[src/design/adaptive_commit_interval_unit_assert.svh]
// Assertion macros shared by the adaptive commit interval design.
`ifndef ADAPTIVE_COMMIT_INTERVAL_UNIT_ASSERT_SVH
`define ADAPTIVE_COMMIT_INTERVAL_UNIT_ASSERT_SVH
`ifndef ASSERT_OFF
`define ACU_ASSERT_SAME(label, clk, rst_n, ante, cons) \
    label: assert property (@(posedge clk) disable iff (!rst_n) (ante) |-> (cons)) \
        else $error("acu assertion failed");
`define ACU_ASSERT_NEXT(label, clk, rst_n, ante, cons) \
    label: assert property (@(posedge clk) disable iff (!rst_n) (ante) |=> (cons)) \
        else $error("acu assertion failed");
`else
`define ACU_ASSERT_SAME(label, clk, rst_n, ante, cons)
`define ACU_ASSERT_NEXT(label, clk, rst_n, ante, cons)
`endif
`endif

[src/design/acu_pkg.sv]
// Package with widths, reset values and register indexes of the commit interval unit.
`timescale 1ns / 1ps
package acu_pkg;
    localparam int TIME_W     = 32;
    localparam int COUNT_W    = 64;
    localparam int INTERVAL_W = 16;
    localparam int THRESH_W   = 20;
    localparam int QUIET_W    = 16;
    localparam int CFG_IDX_W  = 3;
    localparam int CFG_DATA_W = 20;
    localparam int STEP_W     = $clog2(COUNT_W);

    typedef logic [CFG_IDX_W-1:0] t_cfg_idx;

    localparam t_cfg_idx CFG_ENABLE         = 3'd0;
    localparam t_cfg_idx CFG_START_INTERVAL = 3'd1;
    localparam t_cfg_idx CFG_RATE_THRESHOLD = 3'd2;
    localparam t_cfg_idx CFG_MAX_INTERVAL   = 3'd3;
    localparam t_cfg_idx CFG_MIN_INTERVAL   = 3'd4;
    localparam t_cfg_idx CFG_QUIET_LIMIT    = 3'd5;

    localparam logic [INTERVAL_W-1:0] RST_START_INTERVAL = 16'd30;
    localparam logic [THRESH_W-1:0]   RST_RATE_THRESHOLD = 20'd500;
    localparam logic [INTERVAL_W-1:0] RST_MAX_INTERVAL   = 16'd900;
    localparam logic [INTERVAL_W-1:0] RST_MIN_INTERVAL   = 16'd30;
    localparam logic [QUIET_W-1:0]    RST_QUIET_LIMIT    = 16'd60;
    localparam logic [QUIET_W-1:0]    QUIET_MAX          = 16'hFFFF;
    localparam logic [STEP_W-1:0]     LAST_STEP          = 6'd63;
endpackage

[src/design/acu_tick_if.sv]
// Channel interface that carries timer ticks into the unit.
`timescale 1ns / 1ps
interface acu_tick_if import acu_pkg::*; ();
    logic               valid;
    logic               ready;
    logic [TIME_W-1:0]  now_seconds;
    logic [COUNT_W-1:0] modify_count;

    modport source (output valid, output now_seconds, output modify_count, input ready);
    modport sink (input valid, input now_seconds, input modify_count, output ready);
endinterface

[src/design/acu_result_if.sv]
// Channel interface that carries one result per tick out of the unit.
`timescale 1ns / 1ps
interface acu_result_if import acu_pkg::*; ();
    logic                  valid;
    logic                  ready;
    logic [INTERVAL_W-1:0] interval;
    logic                  evaluated;
    logic                  busy_rate;

    modport source (output valid, output interval, output evaluated, output busy_rate,
                    input ready);
    modport sink (input valid, input interval, input evaluated, input busy_rate,
                  output ready);
endinterface

[src/design/acu_cfg_if.sv]
// Register write channel interface of the unit.
`timescale 1ns / 1ps
interface acu_cfg_if import acu_pkg::*; ();
    logic                  valid;
    logic                  ready;
    t_cfg_idx              index;
    logic [CFG_DATA_W-1:0] data;

    modport source (output valid, output index, output data, input ready);
    modport sink (input valid, input index, input data, output ready);
endinterface

[src/design/adaptive_commit_interval_unit.sv]
// Adaptive commit interval unit: measures the modification rate per tick and adjusts the interval.
// An evaluated tick passes from its transfer through 64 steps of a one-bit-per-cycle
// restoring divider that forms the rate from the counter delta and the elapsed seconds,
// then an update step, and then the load of the output register, which waits until that
// register is free. A tick that is not evaluated goes from its transfer straight to the
// output register load. One tick is in progress at a time; a finished result waits in the
// output register while the next tick is taken. Register writes are taken in every cycle.
`timescale 1ns / 1ps
`include "adaptive_commit_interval_unit_assert.svh"
module adaptive_commit_interval_unit import acu_pkg::*; (
    input  logic          i_clk,
    input  logic          i_rst_n,
    acu_tick_if.sink      i_tick,
    acu_cfg_if.sink       i_cfg,
    acu_result_if.source  o_result
);
    typedef enum logic [1:0] {S_IDLE, S_DIV, S_UPDATE, S_DONE} t_state;

    t_state                r_state;
    logic                  r_enable;
    logic [THRESH_W-1:0]   r_threshold;
    logic [INTERVAL_W-1:0] r_max;
    logic [INTERVAL_W-1:0] r_min;
    logic [QUIET_W-1:0]    r_quiet_limit;
    logic [INTERVAL_W-1:0] r_cur;
    logic [TIME_W-1:0]     r_last_time;
    logic [COUNT_W-1:0]    r_last_count;
    logic [QUIET_W-1:0]    r_quiet;

    logic [TIME_W-1:0]     r_now;
    logic [COUNT_W-1:0]    r_count;
    logic [COUNT_W-1:0]    r_quo;
    logic [TIME_W-1:0]     r_rem;
    logic [TIME_W-1:0]     r_div;
    logic [STEP_W-1:0]     r_step;
    logic                  r_eval;
    logic                  r_busy;

    logic                  r_out_valid;
    logic [INTERVAL_W-1:0] r_out_interval;
    logic                  r_out_eval;
    logic                  r_out_busy;

    logic                  tick_fire;
    logic                  eval_now;
    logic [TIME_W:0]       rem_shift;
    logic                  quo_bit;
    logic [TIME_W-1:0]     n_rem;
    logic                  n_busy;
    logic [QUIET_W-1:0]    n_quiet;
    logic [INTERVAL_W+1:0] grown;
    logic [INTERVAL_W-1:0] halved;
    logic [INTERVAL_W-1:0] n_cur;
    logic                  out_free;

    assign i_tick.ready = (r_state == S_IDLE);
    assign i_cfg.ready  = 1'b1;
    assign tick_fire    = i_tick.valid && i_tick.ready;
    assign eval_now     = r_enable && (r_cur != '0) && (i_tick.now_seconds > r_last_time);
    assign out_free     = !r_out_valid || o_result.ready;

    assign rem_shift = {r_rem, r_quo[COUNT_W-1]};
    assign quo_bit   = (rem_shift >= {1'b0, r_div});
    assign n_rem     = quo_bit ? TIME_W'(rem_shift - {1'b0, r_div}) : rem_shift[TIME_W-1:0];

    assign n_busy = (r_quo > COUNT_W'(r_threshold));
    assign grown  = {r_cur, 2'b00};
    assign halved = r_cur >> 1;

    always_comb begin
        n_quiet = r_quiet;
        n_cur   = r_cur;
        if (n_busy) begin
            n_quiet = '0;
            n_cur   = (grown < {2'b00, r_max}) ? grown[INTERVAL_W-1:0] : r_max;
        end else begin
            if (r_quiet < QUIET_MAX) begin
                n_quiet = r_quiet + 1'b1;
            end
            if (n_quiet > r_quiet_limit) begin
                n_cur = (halved > r_min) ? halved : r_min;
            end
        end
    end

    always_ff @(posedge i_clk) begin
        if (!i_rst_n) begin
            r_state       <= S_IDLE;
            r_enable      <= 1'b1;
            r_threshold   <= RST_RATE_THRESHOLD;
            r_max         <= RST_MAX_INTERVAL;
            r_min         <= RST_MIN_INTERVAL;
            r_quiet_limit <= RST_QUIET_LIMIT;
            r_cur         <= RST_START_INTERVAL;
            r_last_time   <= '0;
            r_last_count  <= '0;
            r_quiet       <= '0;
            r_out_valid   <= 1'b0;
        end else begin
            if (i_cfg.valid) begin
                case (i_cfg.index)
                    CFG_ENABLE:         r_enable      <= i_cfg.data[0];
                    CFG_START_INTERVAL: r_cur         <= i_cfg.data[INTERVAL_W-1:0];
                    CFG_RATE_THRESHOLD: r_threshold   <= i_cfg.data[THRESH_W-1:0];
                    CFG_MAX_INTERVAL:   r_max         <= i_cfg.data[INTERVAL_W-1:0];
                    CFG_MIN_INTERVAL:   r_min         <= i_cfg.data[INTERVAL_W-1:0];
                    CFG_QUIET_LIMIT:    r_quiet_limit <= i_cfg.data[QUIET_W-1:0];
                    default: ;
                endcase
            end

            if (r_out_valid && o_result.ready) begin
                r_out_valid <= 1'b0;
            end

            case (r_state)
                S_IDLE: begin
                    if (tick_fire) begin
                        r_now   <= i_tick.now_seconds;
                        r_count <= i_tick.modify_count;
                        r_quo   <= i_tick.modify_count - r_last_count;
                        r_div   <= i_tick.now_seconds - r_last_time;
                        r_rem   <= '0;
                        r_step  <= '0;
                        r_eval  <= eval_now;
                        r_busy  <= 1'b0;
                        r_state <= eval_now ? S_DIV : S_DONE;
                    end
                end
                S_DIV: begin
                    r_rem  <= n_rem;
                    r_quo  <= {r_quo[COUNT_W-2:0], quo_bit};
                    r_step <= r_step + 1'b1;
                    if (r_step == LAST_STEP) begin
                        r_state <= S_UPDATE;
                    end
                end
                S_UPDATE: begin
                    r_busy       <= n_busy;
                    r_quiet      <= n_quiet;
                    r_cur        <= n_cur;
                    r_last_time  <= r_now;
                    r_last_count <= r_count;
                    r_state      <= S_DONE;
                end
                S_DONE: begin
                    if (out_free) begin
                        r_out_valid    <= 1'b1;
                        r_out_interval <= r_cur;
                        r_out_eval     <= r_eval;
                        r_out_busy     <= r_busy;
                        r_state        <= S_IDLE;
                    end
                end
                default: r_state <= S_IDLE;
            endcase
        end
    end

    assign o_result.valid     = r_out_valid;
    assign o_result.interval  = r_out_interval;
    assign o_result.evaluated = r_out_eval;
    assign o_result.busy_rate = r_out_busy;

    `ACU_ASSERT_SAME(a_busy_needs_eval, i_clk, i_rst_n, r_out_valid && r_out_busy, r_out_eval)
    `ACU_ASSERT_NEXT(a_eval_starts_div, i_clk, i_rst_n, tick_fire && eval_now, r_state == S_DIV)
    `ACU_ASSERT_SAME(a_div_nonzero, i_clk, i_rst_n, r_state == S_DIV, r_div != '0)
    `ACU_ASSERT_NEXT(a_div_ends, i_clk, i_rst_n, r_state == S_DIV && r_step == LAST_STEP,
                     r_state == S_UPDATE)
endmodule
[src/flat_wrapper.sv]
// flat-port wrapper written by rule: the top's interface ports become plain ports
module adaptive_commit_interval_unit_flat import acu_pkg::*;
  (i_clk, i_rst_n, i_tick_valid, i_tick_now_seconds, i_tick_modify_count, i_tick_ready, i_cfg_valid, i_cfg_index, i_cfg_data, i_cfg_ready, o_result_valid, o_result_interval, o_result_evaluated, o_result_busy_rate, o_result_ready);
  acu_tick_if i_tick_i ();
  acu_cfg_if i_cfg_i ();
  acu_result_if o_result_i ();
  input  logic i_clk;
  input  logic i_rst_n;
  input wire logic [$bits(i_tick_i.valid)-1:0] i_tick_valid;
  input wire logic [$bits(i_tick_i.now_seconds)-1:0] i_tick_now_seconds;
  input wire logic [$bits(i_tick_i.modify_count)-1:0] i_tick_modify_count;
  output wire logic [$bits(i_tick_i.ready)-1:0] i_tick_ready;
  input wire logic [$bits(i_cfg_i.valid)-1:0] i_cfg_valid;
  input wire logic [$bits(i_cfg_i.index)-1:0] i_cfg_index;
  input wire logic [$bits(i_cfg_i.data)-1:0] i_cfg_data;
  output wire logic [$bits(i_cfg_i.ready)-1:0] i_cfg_ready;
  output wire logic [$bits(o_result_i.valid)-1:0] o_result_valid;
  output wire logic [$bits(o_result_i.interval)-1:0] o_result_interval;
  output wire logic [$bits(o_result_i.evaluated)-1:0] o_result_evaluated;
  output wire logic [$bits(o_result_i.busy_rate)-1:0] o_result_busy_rate;
  input wire logic [$bits(o_result_i.ready)-1:0] o_result_ready;
  assign i_tick_i.valid = i_tick_valid;
  assign i_tick_i.now_seconds = i_tick_now_seconds;
  assign i_tick_i.modify_count = i_tick_modify_count;
  assign i_tick_ready = i_tick_i.ready;
  assign i_cfg_i.valid = i_cfg_valid;
  assign i_cfg_i.index = i_cfg_index;
  assign i_cfg_i.data = i_cfg_data;
  assign i_cfg_ready = i_cfg_i.ready;
  assign o_result_valid = o_result_i.valid;
  assign o_result_interval = o_result_i.interval;
  assign o_result_evaluated = o_result_i.evaluated;
  assign o_result_busy_rate = o_result_i.busy_rate;
  assign o_result_i.ready = o_result_ready;
  adaptive_commit_interval_unit u_core (.i_clk(i_clk), .i_rst_n(i_rst_n), .i_tick(i_tick_i), .i_cfg(i_cfg_i), .o_result(o_result_i));
endmodule
[config.mk]
export PLATFORM = sky130hd
export DESIGN_NAME = adaptive_commit_interval_unit_flat
export DESIGN_NICKNAME = d
export VERILOG_FILES = /design/src/design/acu_pkg.sv /design/src/design/acu_tick_if.sv /design/src/design/acu_result_if.sv /design/src/design/acu_cfg_if.sv /design/src/design/adaptive_commit_interval_unit.sv /design/src/flat_wrapper.sv
export VERILOG_INCLUDE_DIRS = /design/src /design/src/design
export SDC_FILE = /design/constraint.sdc
export NUM_CORES = 1
export LEC_CHECK = 0
export ABC_AREA = 0
export BUFFER_PORTS_ARGS = -buffer_cell sky130_fd_sc_hd__buf_2
export CORE_MARGIN = 2
export CORE_UTILIZATION = 49
export DETAILED_ROUTE_END_ITERATION = 6
export PLACE_DENSITY_LB_ADDON = 0.25
export SYNTH_ARGS = -nofsm -noshare
export SYNTH_HDL_FRONTEND = slang
export SYNTH_SLANG_ARGS = --single-unit
[constraint.sdc]
create_clock -name i_clk -period 4.8 [get_ports i_clk]
set_input_delay 0.96 -clock i_clk [delete_from_list [all_inputs] [get_ports i_clk]]
set_output_delay 0.96 -clock i_clk [all_outputs]
set_load 0.005 [all_outputs]
==> out/qor.csv, run 1 <==
stage,metric,value,unit
logic_synthesis,number of enable-type register cells in the synthesized netlist,250,
floorplanning,die area,55700,um^2
logic_synthesis,Most used DFF post-synth,sky130_fd_sc_hd__edfxtp_1,
logic_synthesis,post-synthesis sequential element count,450,
hold_path,Hold Path Class,reg2reg,
cts,TritonCTS clock tree,built,
logic_synthesis,leading area contributor after synthesis,sky130_fd_sc_hd__edfxtp_1,
finish,growth of design area from synthesis to finish,11.5,%
cts,Max H-tree Level,2,
floorplanning,horizontal extent of the die,236,um
cts,number of hold-repair buffers added at the cts stage,0,
critical_path,type of element capturing the critical path,register,
timing,timing-limited maximum frequency,228,MHz
logic_synthesis,count of mapped cells out of synthesis,2787,
route,Avg WL per Cell,17.6,um
grt,number of global-route vias before repair,19800,
logic_synthesis,leading post-synthesis cells by cell area,"sky130_fd_sc_hd__edfxtp_1 (28%), sky130_fd_sc_hd__dfxtp_1 (15%), sky130_fd_sc_hd__ha_1 (9.4%), sky130_fd_sc_hd__mux2i_1 (4.3%), sky130_fd_sc_hd__nand2_1 (4.3%)",
finish,number of nets in the layout,3201,
grt,grt total ovfl,0,
route,vias after detailed routing,20600,
pwr,total power divided by cell area,512,nW/um^2
timing,setup skew after layout,0.0176,ns
timing,Final Worst Setup Slack,0.411,ns
finish,fraction of the core area covered by cells at the end of the flow,55.0,%
pwr,cell leakage power,11.2,nW
placed_design,minimum setup slack after placement,0.316,ns
timing,time the final worst path needs with I/O delays and setup,4.39,ns
logic_synthesis,cell area after technology mapping,26400,um^2
critical_path,required time reported for the critical path endpoint,5.27,ns
floorplanning,core area,53500,um^2
route,detailed-route DRC error count,0,
critical_path,critical path class,reg2reg,
critical_path,element type at the critical path start,register,
grt,wire length of the first global-routing pass,103000,um
placed_design,number of buffers added on ports,143,
grt,number of antenna violations at the first check in global routing,3,
route,count of antenna-violating nets left after detailed routing,0,
timing,fin crit share,91.4,%
cts,postcts setup bufs,0,
placed_design,# placed instances,3519,
run_status,status,finished clean,
logic_synthesis,Post-synth ARST share,0,%
cts,Clock Sink Count,450,
critical_path,CP max FO,29,
floorplanning,Initial Util,49.3,%
cts,TritonCTS buffer count,51,
timing,setup repair after global routing missed its margin,no,
cts,Clk Tree Root Cell,sky130_fd_sc_hd__clkbuf_16,
timing,number of endpoints failing setup at the final stage,0,
route,Total Wirelength,63700,um
logic_synthesis,count of synthesis-stage warnings from yosys,0,
logic_synthesis,fraction of post-synthesis cell area in the top cell type by area,28.5,%
cts,register clock-pin slew on the reported worst setup and hold paths,0.06,ns
floorplanning,die height,236,um
cts,later-pin clock latency in the skew report,0.60,ns
cts,Max Buffers Root-to-Sink,3,
run,Max Cap Violations,0,
route,vias per cell,5.69,
finish,layout cells sized above 1,9.60,%
floorplanning,num rows,85,
timing,worst hold-check slack,0.424,ns
logic_synthesis,sequential fraction of the synthesis area,43.6,%
floorplanning,IO Pins,145,
critical_path,arrival time of the worst setup path,4.86,ns
cts,CTS resizes,0,
placed_design,dpl hpwl,45600,um
timing,total count of hold-check failures in the final report,0,
timing,setup TNS,0,ns
route,Detailed Routing Iterations Pass 1,6,
logic_synthesis,synthesized area per cell,9.46,um^2
grt,maximum number of pins on one net before global-route repair,145,
route,number of violations reported at the end of detailed-routing iteration 0,1774,
finish,"non-filler cells, final",3615,
grt,Total Routing Usage GR,22.6,%
logic_synthesis,distinct cell type count after synthesis,73,
placed_design,gpl congestion,0.895,
timing,max-slew violation total from the final report,0,
timing,max-slew headroom at the worst pin,16.2,%
pwr,highest ir drop seen on vdd,0.269,mV
logic_synthesis,Post-Synthesis Net Count,3112,
timing,slew at the pin closest to its max-slew limit,1.26,ns
[logic make-up (layout without fill, tap and decap cells)]
family                   Yosys count  in the layout  share of synthesized area [%]
buffers and inverters            358            489                           5.21
AND/OR/NAND/NOR                  784            784                           14.3
other                              1              2                         0.0142
XOR/XNOR                         129            129                           4.28
adder cells (fa/ha/maj)          201            201                           9.62
multiplexers                     119            119                           4.54
flip-flops                       450            450                           43.6
AO/OA/AOI/OAI                    745            745                           18.4
[worst paths after layout]
kind,start,endpoint,slack [ns],depth (start not counted)
setup / recovery,u_core.r_quiet[3],u_core.r_cur[9],0.41,20
hold / removal,u_core.r_busy,u_core.o_result.busy_rate,0.42,0
setup reg to reg,u_core.r_quiet[3],u_core.r_cur[9],0.41,20
hold reg to reg,u_core.r_busy,u_core.o_result.busy_rate,0.42,0
[power breakdown]
part	internal, W	switching [W]	leakage, nW
combinational	0.00230	0.00329	6.43
clock	0.00240	0.00159	0.850
sequential	0.00504	0.000426	3.95
[cell type report]
type	count	area, um^2
Inverter	234	878
Timing Repair Buffer	160	896
Tap cell	696	871
Antenna cell	1	2.50
Clock buffer	79	1570
Multi-Input combinational cell	1979	13500
Fill cell	4783	24100
Sequential cell	450	11500
Clock inverter	16	155
[layer usage]
layer  share of wire, %  GRT usage, %
met5              0.014             0
met4                2.4          6.76
met3                5.3          3.43
met2                 44          35.1
met1                 48          32.5
[metrics by stage]
| step | instance area (um^2) | power (W) |
|---|---|---|
| floorplan | 26400 | 0.00972 |
| global placement | 27700 | 0.0109 |
| detailed placement | 27700 | 0.0111 |
| CTS | 29400 | 0.0151 |
| global route | 29400 | 0.0160 |
| finish | 29400 | 0.0151 |
[sequential cells by signal (all words and copies together), names as in the netlist, 20 cells and up]
name                 count
u_core.r_count          64
u_core.r_div            32
u_core.r_last_count     64
u_core.r_last_time      32
u_core.r_now            32
u_core.r_quo            64
u_core.r_rem            32
u_core.r_threshold      20
[Yosys cell counts (41+ instances only)]
library cell / instances
sky130_fd_sc_hd__nand2_1: 300
sky130_fd_sc_hd__edfxtp_1: 250
sky130_fd_sc_hd__inv_1: 233
sky130_fd_sc_hd__dfxtp_1: 200
sky130_fd_sc_hd__a21oi_1: 198
sky130_fd_sc_hd__ha_1: 198
sky130_fd_sc_hd__o21ai_0: 156
sky130_fd_sc_hd__nor2b_1: 116
sky130_fd_sc_hd__mux2i_1: 114
sky130_fd_sc_hd__nor2_1: 108
sky130_fd_sc_hd__clkbuf_1: 101
sky130_fd_sc_hd__xnor2_1: 89
sky130_fd_sc_hd__a21o_1: 81
sky130_fd_sc_hd__a21boi_0: 78
sky130_fd_sc_hd__nand3_1: 77
sky130_fd_sc_hd__nand4_1: 41
[critical path, cell delays in order, from the launching register on]
cell and delay [ns]:
sky130_fd_sc_hd__dfxtp_1 0.41, sky130_fd_sc_hd__and3_1 0.23, sky130_fd_sc_hd__and3_1 0.23, sky130_fd_sc_hd__nand2_1 0.15
sky130_fd_sc_hd__or3_1 0.51, sky130_fd_sc_hd__and3_1 0.27, sky130_fd_sc_hd__nand2_1 0.20, sky130_fd_sc_hd__nor2_1 0.08
sky130_fd_sc_hd__xor2_1 0.16, sky130_fd_sc_hd__ha_1 0.30, sky130_fd_sc_hd__a21o_1 0.16, sky130_fd_sc_hd__a21o_1 0.17
sky130_fd_sc_hd__a21o_1 0.18, sky130_fd_sc_hd__a21o_1 0.17, sky130_fd_sc_hd__a21oi_1 0.16, sky130_fd_sc_hd__o221ai_1 0.14
sky130_fd_sc_hd__o41ai_1 0.11, sky130_fd_sc_hd__a21oi_1 0.13, sky130_fd_sc_hd__buf_4 0.24, sky130_fd_sc_hd__o21ai_0 0.20
sky130_fd_sc_hd__a21oi_1 0.07
[layout by cell type (no fill, tap or decap), drive strengths merged, types with 19 or more instances in the layout]
cell,n
nor2,108
clkbuf,79
o21ai,157
a21boi,78
xnor2,89
nor2b,116
a211o,20
xor2,40
o21bai,23
a21o,82
and3,23
nand2,300
edfxtp,250
nand3,77
nor3,35
o211ai,32
dfxtp,200
nor4,23
nand4,41
a21oi,200
a31oi,19
o21a,31
mux2i,114
buf,160
ha,198
inv,234
No activity file was read; power rests on OpenSTA's default activity.
==> run 2: changes to the inputs <==
Settings changed: REMOVE_ABC_BUFFERS from default to 1.
==> run 2 against run 1 <==
  * Sequential cell count unchanged
  * Power down 0.52%
  * Fmax down 0.24%
  * Non-clock buffer count up 2
  * Worst setup slack worse by 0.010 ns
  * Combinational power about the same
  * Critical path depth unchanged
  * Via count about the same
  * Largest cell class unchanged
  * Clock skew about the same
  * Sequential share of layout area about the same
  * Clock-buffer cell count down 3
==> out/qor.csv, run 2 (same netlist as run 1, synthesis figures left out) <==
stage,metric,value,unit
critical_path,most common cell type on the critical path,sky130_fd_sc_hd__a21o_1,
timing,max-slew violation total from the final report,0,
route,vias per cell,5.67,
cts,Clk Tree Root Cell,sky130_fd_sc_hd__clkbuf_16,
route,number of violations reported at the end of detailed-routing iteration 0,1498,
pwr,cell leakage power,11.2,nW
run,Max Cap Violations,0,
cts,postcts setup bufs,0,
placed_design,gpl congestion,0.931,
timing,time the final worst path needs with I/O delays and setup,4.40,ns
pwr,sequential fraction of design power,36.5,%
grt,wire length of the first global-routing pass,103000,um
critical_path,CP max FO,29,
critical_path,arrival time of the worst setup path,4.81,ns
pwr,post-layout total power,0.0150,W
pwr,share of total power consumed by net switching,35.4,%
hold_path,Hold Path Class,reg2reg,
grt,maximum number of pins on one net before global-route repair,110,
route,vias after detailed routing,20500,
timing,max-slew headroom at the worst pin,15.4,%
cts,CTS resizes,0,
grt,number of global-route vias before repair,20000,
cts,number of hold-repair buffers added at the cts stage,0,
timing,setup repair after global routing missed its margin,no,
grt,grt total ovfl,0,
pwr,total power divided by cell area,509,nW/um^2
finish,final-layout fill cell count,4741,
route,detailed-route DRC error count,0,
cts,Clock Sink Count,450,
floorplanning,horizontal extent of the die,236,um
cts,register clock-pin slew on the reported worst setup and hold paths,0.06,ns
cts,Max H-tree Level,2,
critical_path,type of element capturing the critical path,register,
critical_path,cell chain of the critical path,"and3_1, and3_1, nand2_1, or3_1, and3_1, nand2_1, nor2_1, xor2_1, ha_1, a21o_1, a21o_1, a21o_1, a21o_1, a21oi_1, o221ai_1, o41ai_1, a21oi_1, buf_4, nor2_1, o21ai_0",
floorplanning,IO Pins,145,
timing,timing-limited maximum frequency,227,MHz
cts,later-pin clock latency in the skew report,0.60,ns
floorplanning,Initial Util,49.3,%
timing,fin crit share,91.7,%
timing,number of endpoints failing setup at the final stage,0,
route,count of antenna-violating nets left after detailed routing,0,
cts,TritonCTS buffer count,51,
placed_design,minimum setup slack after placement,0.238,ns
floorplanning,core area,53500,um^2
pwr,internal cell power,0.00968,W
grt,number of antenna violations at the first check in global routing,9,
finish,growth of design area from synthesis to finish,11.4,%
finish,highest-count cells in the layout ignoring fill and taps,"sky130_fd_sc_hd__nand2_1 (300), sky130_fd_sc_hd__edfxtp_1 (250), sky130_fd_sc_hd__inv_1 (233)",
finish,layout cells sized above 1,9.52,%
run_status,status,finished clean,
pwr,highest ir drop seen on vdd,0.341,mV
cts,TritonCTS clock tree,built,
finish,largest registers,"u_core.r_count x64, u_core.r_last_count x64, u_core.r_quo x64",
finish,area used by sequential logic in the layout,11500,um^2
floorplanning,num rows,85,
cts,Max Buffers Root-to-Sink,3,
finish,area of combinational cells with multiple inputs,13500,um^2
finish,number of nets in the layout,3203,
pwr,combinational fraction of design power,37.2,%
timing,total count of hold-check failures in the final report,0,
finish,"most common cell after layout, fill and taps aside",sky130_fd_sc_hd__nand2_1,
floorplanning,die area,55700,um^2
route,Avg WL per Cell,17.5,um
critical_path,cell with the biggest individual delay on the critical path,sky130_fd_sc_hd__or3_1,
critical_path,required time reported for the critical path endpoint,5.21,ns
route,Detailed Routing Iterations Pass 1,5,
timing,Final Worst Setup Slack,0.400,ns
timing,slew at the pin closest to its max-slew limit,1.27,ns
placed_design,number of buffers added on ports,143,
pwr,clock share of power,26.3,%
critical_path,critical path class,reg2reg,
placed_design,dpl hpwl,45700,um
critical_path,element type at the critical path start,register,
critical_path,worst stage delay on the critical path,0.52,ns
timing,setup skew after layout,0.0175,ns
timing,worst hold-check slack,0.431,ns
floorplanning,die height,236,um
route,Total Wirelength,63500,um
pwr,net switching component of the power,0.00530,W
grt,Total Routing Usage GR,22.4,%
==> run 2: changes by cell type in the layout (fill, tap and decap cells not counted), sizes merged <==
cell      change
diode         +9
clkbuf        -3
clkinv        -3
clkinvlp      +3
buf           +2
inv           +2
==> run 2: layout make-up <==
class                           instances  share of cell area [%]
Tap cell                              696                    2.96
Clock buffer                           76                    5.16
Timing Repair Buffer                  162                    3.01
Inverter                              234                    2.99
Sequential cell                       450                    39.2
Multi-Input combinational cell       1979                    46.0
Antenna cell                           10                  0.0851
Clock inverter                         18                   0.605
==> run 2: metrics by stage <==
step,setup TNS (ns),instances,utilization (%),area (um^2)
5_1_grt,0,3621,54.9,29400
2_1_floorplan,-205.36,2663,-,25900
3_3_place_gp,0,3521,51.7,27700
6_report,0,3625,54.9,29400
3_5_place_dp,0,3521,51.7,27700
4_1_cts,0,3615,54.9,29400
==> run 2: layer usage <==
metal	track usage, %	up-vias	wire length (um)	share of wire [%]
met5	0	-	0	0
met1	30.4	9746	28900	46
li1	-	10100	-	-
met4	8.57	0	1830	2.9
met2	36.8	555	29500	46
met3	2.73	105	3320	5.2
==> run 2: power groups by stage <==
| stage | combinational (W) | clock (W) | sequential, W |
|---|---|---|---|
| after floorplan | 0.00430 | 0 | 0.00541 |
| after global placement | 0.00535 | 0 | 0.00551 |
| after detailed placement | 0.00550 | 0 | 0.00554 |
| after CTS | 0.00554 | 0.00403 | 0.00547 |
| after global routing | 0.00621 | 0.00418 | 0.00554 |
| final | 0.00556 | 0.00394 | 0.00547 |
==> run 2: worst max-delay path: cells and delay by family, from the launching register on <==
family,cells,cell delay (ns)
XOR/XNOR,1,0.14
buffers and inverters,1,0.24
AND/OR/NAND/NOR,8,1.80
flip-flops,1,0.41
adder cells (fa/ha/maj),1,0.30
AO/OA/AOI/OAI,9,1.31
==> run 2: final timing paths <==
check | startpoint | to | slack [ns] | cells after the start
worst max-delay path | u_core.r_quiet[3] | u_core.r_cur[4] | 0.40 | 20
worst min-delay path | u_core.r_busy | u_core.o_result.busy_rate | 0.43 | 0
worst max register to register | u_core.r_quiet[3] | u_core.r_cur[4] | 0.40 | 20
worst min register to register | u_core.r_busy | u_core.o_result.busy_rate | 0.43 | 0
